===== src/rtl/core/mbcc_pkg.sv =====
// Package for the mouse button click classifier.
// Holds the lane count, field widths, state codes, register indexes and the
// per-button result struct. No dependencies.
package mbcc_pkg;

   // Number of physical buttons the design is built for; lanes are capped at eight.
   localparam int BUTTONS   = 8;
   localparam int NUM_LANES = (BUTTONS > 8) ? 8 : BUTTONS;
   localparam int LANE_IDX_W = (NUM_LANES > 1) ? $clog2(NUM_LANES) : 1;

   localparam int LEVEL_W = 8;
   localparam int TIME_W  = 16;
   localparam int INDEX_W = 3;
   localparam int STATE_W = 2;
   localparam int CSR_ADDR_W = 2;

   localparam int REQ_DATA_W = 24;
   localparam int RSP_DATA_W = 32;

   localparam logic [TIME_W-1:0] TIME_MAX = {TIME_W{1'b1}};

   // Click state codes.
   localparam logic [STATE_W-1:0] ST_UP       = 2'd0;
   localparam logic [STATE_W-1:0] ST_DOUBLE   = 2'd1;
   localparam logic [STATE_W-1:0] ST_DRAGGED  = 2'd2;
   localparam logic [STATE_W-1:0] ST_RELEASED = 2'd3;

   // Configuration register indexes.
   localparam logic [CSR_ADDR_W-1:0] CSR_DBL_WINDOW = 2'd0;
   localparam logic [CSR_ADDR_W-1:0] CSR_LONG_TIME  = 2'd1;
   localparam logic [CSR_ADDR_W-1:0] CSR_STEP_LIMIT = 2'd2;
   localparam logic [CSR_ADDR_W-1:0] CSR_STEP_SUBST = 2'd3;

   // Configuration values seen by every lane.
   typedef struct packed {
      logic [TIME_W-1:0] dbl_window;
      logic [TIME_W-1:0] long_time;
   } lane_cfg_type;

   // What one lane reports for its button in one tick.
   typedef struct packed {
      logic                is_down;
      logic                pressed;
      logic                released;
      logic                double_clicked;
      logic                held_long;
      logic [STATE_W-1:0]  button_state;
      logic [TIME_W-1:0]   held_time;
   } lane_res_type;

endpackage


===== src/rtl/core/mbcc_lane.sv =====
// One button lane of the click classifier: the per-button timers and flags
// and the classification of one tick. Depends on mbcc_pkg.
module mbcc_lane
   import mbcc_pkg::*;
(
   input  logic                clock,
   input  logic                reset,
   input  logic                step,        // tick accepted this cycle
   input  logic                now_down,
   input  logic [TIME_W-1:0]   delta,
   input  lane_cfg_type        cfg,
   output lane_res_type        res,
   output logic                dragging
);

   logic                prev_down_ff, prev_down_in;
   logic [TIME_W-1:0]   dbl_timer_ff, dbl_timer_in;
   logic [TIME_W-1:0]   hold_timer_ff, hold_timer_in;
   logic                long_flag_ff, long_flag_in;

   logic [TIME_W-1:0]   dbl_dec;
   logic [TIME_W:0]     hold_sum;
   logic [TIME_W-1:0]   hold_sat;
   logic                press;
   logic                dbl;

   always_comb begin
      dbl_dec  = (dbl_timer_ff > delta) ? (dbl_timer_ff - delta) : '0;
      hold_sum = {1'b0, hold_timer_ff} + {1'b0, delta};
      hold_sat = hold_sum[TIME_W] ? TIME_MAX : hold_sum[TIME_W-1:0];

      if (prev_down_ff) begin
         dbl_timer_in  = cfg.dbl_window;
         hold_timer_in = hold_sat;
         long_flag_in  = long_flag_ff | (hold_sat >= cfg.long_time);
      end else begin
         dbl_timer_in  = dbl_dec;
         hold_timer_in = '0;
         long_flag_in  = 1'b0;
      end
      prev_down_in = now_down;

      press = now_down & ~prev_down_ff;
      // A press can only happen when the button was up, so the timer was not reloaded.
      dbl   = press & (dbl_dec != '0);

      res.is_down        = now_down;
      res.pressed        = press;
      res.released       = ~now_down & prev_down_ff;
      res.double_clicked = dbl;
      res.held_long      = now_down & long_flag_in;
      res.held_time      = hold_timer_in;
      if (now_down) begin
         res.button_state = dbl ? ST_DOUBLE : ST_DRAGGED;
      end else if (prev_down_ff) begin
         res.button_state = ST_RELEASED;
      end else begin
         res.button_state = ST_UP;
      end
      dragging = now_down & ~dbl;
   end

   always_ff @(posedge clock) begin
      if (reset) begin
         prev_down_ff  <= 1'b0;
         dbl_timer_ff  <= '0;
         hold_timer_ff <= '0;
         long_flag_ff  <= 1'b0;
      end else if (step) begin
         prev_down_ff  <= prev_down_in;
         dbl_timer_ff  <= dbl_timer_in;
         hold_timer_ff <= hold_timer_in;
         long_flag_ff  <= long_flag_in;
      end
   end

endmodule


===== src/rtl/core/mbcc_merge.sv =====
// Merge and output stage of the click classifier: combines the lane drag
// flags, holds one tick's results and sends them one per cycle while the
// receiver is ready. Depends on mbcc_pkg.
module mbcc_merge
   import mbcc_pkg::*;
(
   input  logic                              clock,
   input  logic                              reset,
   input  logic                              load,      // tick accepted this cycle
   input  lane_res_type [NUM_LANES-1:0]      lane_res,
   input  logic [NUM_LANES-1:0]              lane_drag,
   output logic                              can_load,
   output logic                              out_valid,
   input  logic                              out_ready,
   output logic [INDEX_W-1:0]                out_index,
   output lane_res_type                      out_res,
   output logic                              out_any_drag,
   output logic                              out_last
);

   localparam logic [LANE_IDX_W-1:0] LAST_IDX = LANE_IDX_W'(NUM_LANES - 1);

   lane_res_type [NUM_LANES-1:0] bank_ff;
   logic                         any_drag_ff;
   logic                         bank_valid_ff, bank_valid_in;
   logic [LANE_IDX_W-1:0]        idx_ff, idx_in;
   logic                         out_take;

   always_comb begin
      out_take = bank_valid_ff & out_ready;
      out_last = (idx_ff == LAST_IDX);
      can_load = ~bank_valid_ff | (out_take & out_last);

      bank_valid_in = bank_valid_ff;
      idx_in        = idx_ff;
      if (out_take) begin
         if (out_last) begin
            bank_valid_in = 1'b0;
            idx_in        = '0;
         end else begin
            idx_in = idx_ff + 1'b1;
         end
      end
      if (load) begin
         bank_valid_in = 1'b1;
         idx_in        = '0;
      end
   end

   always_ff @(posedge clock) begin
      if (reset) begin
         bank_valid_ff <= 1'b0;
         idx_ff        <= '0;
      end else begin
         bank_valid_ff <= bank_valid_in;
         idx_ff        <= idx_in;
      end
   end

   always_ff @(posedge clock) begin
      if (load) begin
         bank_ff     <= lane_res;
         any_drag_ff <= |lane_drag;
      end
   end

   assign out_valid    = bank_valid_ff;
   assign out_index    = INDEX_W'(idx_ff);
   assign out_res      = bank_ff[idx_ff];
   assign out_any_drag = any_drag_ff;

endmodule


===== src/rtl/core/mouse_button_click_classifier.sv =====
// Top level of the mouse button click classifier.
// Depends on mbcc_pkg, mbcc_lane and mbcc_merge.
//
// Usage:
// Each item on the req_ channel is one tick: a mask of button levels and the
// milliseconds elapsed since the previous tick. Elapsed times above the step
// limit register are replaced by the step substitute register.
// For every tick the block returns one item per button on the rsp_ channel,
// in button order, with rsp_tlast set on the item of the highest button.
// All buttons are processed at once by parallel lanes in the cycle the tick
// is accepted; the first result item is valid in the next cycle and the
// remaining ones follow one per cycle while rsp_tready stays high. A new tick
// is accepted in the same cycle the last result item of the previous tick
// is taken, and not before, since the single result buffer holds one tick.
// When the receiver stalls, the current result item holds and req_tready
// stays low until the buffered tick has been drained.
// Reset restores the register defaults (250, 700, 1000, 50) and clears all
// per-button timers and flags; configuration writes take effect at once and
// are expected only while the block is idle.
module mouse_button_click_classifier
   import mbcc_pkg::*;
(
   input  logic                     clock,
   input  logic                     reset,
   // Tick items.
   input  logic                     req_tvalid,
   output logic                     req_tready,
   input  logic [REQ_DATA_W-1:0]    req_tdata,   // buttons_down[7:0], elapsed_ms[23:8]
   // Per-button result items.
   output logic                     rsp_tvalid,
   input  logic                     rsp_tready,
   output logic [RSP_DATA_W-1:0]    rsp_tdata,   // button_index[2:0], is_down[3],
                                                 // pressed[4], released[5],
                                                 // double_clicked[6], held_long[7],
                                                 // button_state[9:8], held_time[25:10],
                                                 // any_dragging[26], zero[31:27]
   output logic                     rsp_tlast,   // last_of_tick
   // Configuration writes.
   input  logic                     csr_wr_en,
   input  logic [CSR_ADDR_W-1:0]    csr_addr,
   input  logic [TIME_W-1:0]        csr_wdata
);

   // Configuration registers.
   logic [TIME_W-1:0] dbl_window_ff;
   logic [TIME_W-1:0] long_time_ff;
   logic [TIME_W-1:0] step_limit_ff;
   logic [TIME_W-1:0] step_subst_ff;

   always_ff @(posedge clock) begin
      if (reset) begin
         dbl_window_ff <= TIME_W'(250);
         long_time_ff  <= TIME_W'(700);
         step_limit_ff <= TIME_W'(1000);
         step_subst_ff <= TIME_W'(50);
      end else if (csr_wr_en) begin
         case (csr_addr)
            CSR_DBL_WINDOW: dbl_window_ff <= csr_wdata;
            CSR_LONG_TIME:  long_time_ff  <= csr_wdata;
            CSR_STEP_LIMIT: step_limit_ff <= csr_wdata;
            CSR_STEP_SUBST: step_subst_ff <= csr_wdata;
            default: ;
         endcase
      end
   end

   // Tick decode and elapsed time clamp, shared by all lanes.
   logic [LEVEL_W-1:0] levels;
   logic [TIME_W-1:0]  elapsed;
   logic [TIME_W-1:0]  delta;
   logic               tick_accept;
   logic               can_load;
   lane_cfg_type       lane_cfg;

   assign levels      = req_tdata[LEVEL_W-1:0];
   assign elapsed     = req_tdata[LEVEL_W +: TIME_W];
   assign delta       = (elapsed > step_limit_ff) ? step_subst_ff : elapsed;
   assign req_tready  = can_load;
   assign tick_accept = req_tvalid & can_load;
   assign lane_cfg.dbl_window = dbl_window_ff;
   assign lane_cfg.long_time  = long_time_ff;

   // One lane per button.
   lane_res_type [NUM_LANES-1:0] lane_res;
   logic [NUM_LANES-1:0]         lane_drag;

   for (genvar g = 0; g < NUM_LANES; g++) begin : g_lane
      mbcc_lane u_lane (
         .clock    (clock),
         .reset    (reset),
         .step     (tick_accept),
         .now_down (levels[g]),
         .delta    (delta),
         .cfg      (lane_cfg),
         .res      (lane_res[g]),
         .dragging (lane_drag[g])
      );
   end

   // Merge the lanes and send the results one button at a time.
   logic [INDEX_W-1:0] out_index;
   lane_res_type       out_res;
   logic               out_any_drag;

   mbcc_merge u_merge (
      .clock        (clock),
      .reset        (reset),
      .load         (tick_accept),
      .lane_res     (lane_res),
      .lane_drag    (lane_drag),
      .can_load     (can_load),
      .out_valid    (rsp_tvalid),
      .out_ready    (rsp_tready),
      .out_index    (out_index),
      .out_res      (out_res),
      .out_any_drag (out_any_drag),
      .out_last     (rsp_tlast)
   );

   assign rsp_tdata = {5'b0, out_any_drag, out_res.held_time, out_res.button_state,
                       out_res.held_long, out_res.double_clicked, out_res.released,
                       out_res.pressed, out_res.is_down, out_index};

`ifndef SYNTH
   // The final item of a tick always carries the highest button index.
   assert property (@(posedge clock) disable iff (reset)
      (rsp_tvalid && rsp_tlast) |-> (rsp_tdata[INDEX_W-1:0] == INDEX_W'(NUM_LANES - 1)))
      else $error("last item of a tick carries the wrong button index");

   // A new tick only enters when the buffered one is gone or finishing.
   assert property (@(posedge clock) disable iff (reset)
      (req_tvalid && req_tready && rsp_tvalid) |-> (rsp_tready && rsp_tlast))
      else $error("tick accepted over undelivered results");

   // Once a tick's results start, they keep coming until the last one.
   assert property (@(posedge clock) disable iff (reset)
      (rsp_tvalid && rsp_tready && !rsp_tlast) |=> rsp_tvalid)
      else $error("result items of a tick stopped early");

   // A button cannot be pressed and released in the same tick.
   assert property (@(posedge clock) disable iff (reset)
      rsp_tvalid |-> !(rsp_tdata[4] && rsp_tdata[5]))
      else $error("press and release flagged together");
`endif

endmodule


===== config.mk =====
export PLATFORM = sky130hd
export DESIGN_NAME = mouse_button_click_classifier
export DESIGN_NICKNAME = d
export VERILOG_FILES = /design/src/rtl/core/mbcc_pkg.sv /design/src/rtl/core/mbcc_lane.sv /design/src/rtl/core/mbcc_merge.sv /design/src/rtl/core/mouse_button_click_classifier.sv
export SDC_FILE = /design/constraint.sdc
export NUM_CORES = 2
export LEC_CHECK = 0
export CAP_MARGIN = 20
export CORE_MARGIN = 8
export CORE_UTILIZATION = 60
export CTS_BUF_LIST = sky130_fd_sc_hd__clkbuf_8
export DETAILED_ROUTE_END_ITERATION = 8
export DONT_BUFFER_PORTS = 1
export PLACE_DENSITY = 0.76
export SYNTH_ARGS = -nofsm -noshare
export SYNTH_HDL_FRONTEND = slang
export SYNTH_SLANG_ARGS = --single-unit

===== constraint.sdc =====
create_clock -name clock -period 12.4 [get_ports clock]
set_input_delay 0.62 -clock clock [delete_from_list [all_inputs] [get_ports clock]]
set_output_delay 0.62 -clock clock [all_outputs]
set_load 0.005 [all_outputs]

==> run metrics <==
setup TNS=0 ns; DIE WIDTH=263 um; largest net degree at the start of global routing=170; yosys warns=0; DP Wirelength=80,000 um; Power, Total=approximately 5200 uW; clk slew on worst S/H paths=0.07 ns; area leader, netlist=dfxtp_1; Critical Path Start Type=flip-flop; Synth Flop Type=dfxtp_1; I/O pin count=between 80 and 90; CTS tree=built; Crit Path Category=flip-flop to flip-flop; Seq/Total Area, Yosys=~34%; fin crit share=between 60 and 70%; drt first-iter violations=approximately 3,700; CP Max Fanout=31; largest cells by area after synthesis=dfxtp_1 (19%), edfxtp_1 (15%), ha_1 (14%); RSZ-0062 raised after global routing=no; fin cells=5,046; global-route wire length before repair=180,000 um; Pleak=approximately 0.017 uW; placed cells=about 4,900; H-tree depth=3; Synth Register Bits=between 500 and 600; Achievable Freq=roughly 120 MHz; worst slew pin tran=approximately 1.2 ns; number of flops mapped to enable cells by yosys=185; Routed Wire Length=around 120,000 um; Slowest-stage cell, CP=mux2_2; CTS Buf Count=91; share of cells above drive strength 1=7.18%; worst min path class=input port to flip-flop; Final Util=between 60% and 70%; Finish-stage setup viols=0; TritonCTS sink count=between 500 and 600; detailed-route DRC error count=0; Via density=between 6 and 7; die area=between 0.06 and 0.07 mm2; post_cts resized=0; initial antenna violation count=6; CTS Hold Buffers Added=11; count leader, synth=nand2_1; Power Density=~130 mW/mm2; Slew Limit Fails=0; CORE AREA=roughly 0.060 mm2; CTS root buf=clkbuf_8; Fin. Hold Viols=0; GRT overflow=0; Critical Path End Type=flip-flop; Crit path required time=between 10 and 15 ns; setup bufs post-CTS=0; Die Y=around 260 um; Final Wtd Congestion=around 0.98; number of global-route vias before repair=a little over 30,000; clock skew=0.0631 ns; initial core utilization=around three fifths; worst slew margin relative to its limit=between 20% and 30%; synthesized area per cell=slightly below 9 um2; clock buffer depth=3; # port buffers=0; Synth top area share=between 10% and 20%; # rows=90; Post-Synthesis Cells=4,231; synthesized area=approximately 0.037 mm2; Layout area overhead=7.32%; Worst-Skew Late Latency=0.72 ns; drt pass-1 iters=6; # nets final=between 4,000 and 5,000; Distinct cells, synth=between 90 and 100; Post-Place Setup Slack=between 4 and 5 ns; post-route ant nets=0; Worst VDD drop=around 0.099 mV; routed length per instance=around 24 um; min cycle time layout=just over 8 ns; status=finished clean; ys async rst share=0%; max-cap violations=0; total track usage=approximately 33%; crit path DAT=around 8.5 ns; via count=33,161; Synth top cells by count=nand2_1 (428), nor2_1 (417), ha_1 (402); crit path setup slack, layout=between 4 and 5 ns; Largest stage delay, worst path=0.62 ns
-- flip-flops by register name, summed over array words and instances (netlist names) --
signal / cells
u_merge.out_any_drag: 1
dbl_window_ff: 16
u_merge.out_valid: 1
long_time_ff: 16
u_merge.out_index: 3
g_lane.u_lane.prev_down_ff: 8
step_limit_ff: 16
u_merge.bank_ff: 184
g_lane.u_lane.long_flag_ff: 8
g_lane.u_lane.hold_timer_ff: 128
step_subst_ff: 16
g_lane.u_lane.dbl_timer_ff: 128
-- layer usage --
layer	routed length, um	up-vias	global-route usage (%)
met5	81	-	0
li1	-	15332	-
met1	48800	15675	44.1
met2	50700	1754	49.9
met3	13900	388	8.08
met4	6880	12	16.6
-- layout by cell type, fill, tap and decap left out, types with 26 or more instances in the layout --
cell,count
nand2b_1,47
xor2_1,63
nand3_1,62
buf_4,36
o21a_1,41
nand4_1,35
a22oi_1,32
a221oi_1,78
and3_1,28
dfxtp_1,338
nor2_1,415
or3_1,35
o211ai_1,30
nand2_1,427
inv_1,272
mux2_2,44
o21ai_0,287
clkbuf_8,108
edfxtp_1,185
nor3_1,177
a21oi_1,239
mux4_2,46
nor2b_1,97
nand3b_1,26
a31oi_1,38
xnor2_1,115
a21o_1,100
and2_1,27
ha_1,402
-- worst paths after layout --
path	start	endpoint	slack [ns]	depth (start not counted)
worst max register to register	step_limit_ff[2]	u_merge.bank_ff[64]	4.35	36
worst min register to register	step_limit_ff[12]	step_limit_ff[12]	0.46	2
worst max-delay path	step_limit_ff[2]	u_merge.bank_ff[64]	4.35	36
worst min-delay path	csr_wdata[5]	step_subst_ff[5]	0.03	2
-- kinds of logic (layout without fill, tap and decap cells) --
family	Yosys count	in the layout	share of synthesized area, %
buffers and inverters	439	464	4.57
AOI/OAI and AO/OA	1107	1107	19.7
other	1	9	0.0102
adders and majority gates	418	418	14.6
muxes	110	110	4.72
xor gates and xnor gates	178	178	4.25
DFF	525	525	33.7
and+or+nand+nor	1453	1453	18.5
-- worst max-delay path, delay by kind of cell, from the launching register on --
| kind | cells | cell delay, ns |
|---|---|---|
| simple gates | 5 | 0.59 |
| compound gates | 23 | 4.65 |
| flops | 1 | 0.33 |
| fa+ha+maj | 4 | 1.12 |
| mux | 1 | 0.62 |
| buf+inv | 3 | 0.41 |
-- per-stage QoR --
step / instance area (um2) / hold slack, ns
floorplan: 36700 / 0.431
global placement: 37300 / 0.437
detailed placement: 37300 / 0.441
CTS: 39400 / 0.0000336
global route: 39400 / 0.0116
finish: 39400 / 0.0292
-- layout make-up --
class | count | area (um2)
multi-input combinational | 3271 | 22700
fill | 5076 | 21100
sequential | 525 | 12400
clock buffer | 108 | 1490
tap | 782 | 978
inverter | 246 | 931
clock inverter | 62 | 460
timing repair buffer | 48 | 435
antenna | 4 | 10.0
-- where the power goes --
group	leakage [uW]	internal (uW)	switching, uW
logic	0.0113	588	964
clock network	0.00111	940	776
registers	0.00458	1880	60.2
(Power assumes the default switching activity.)
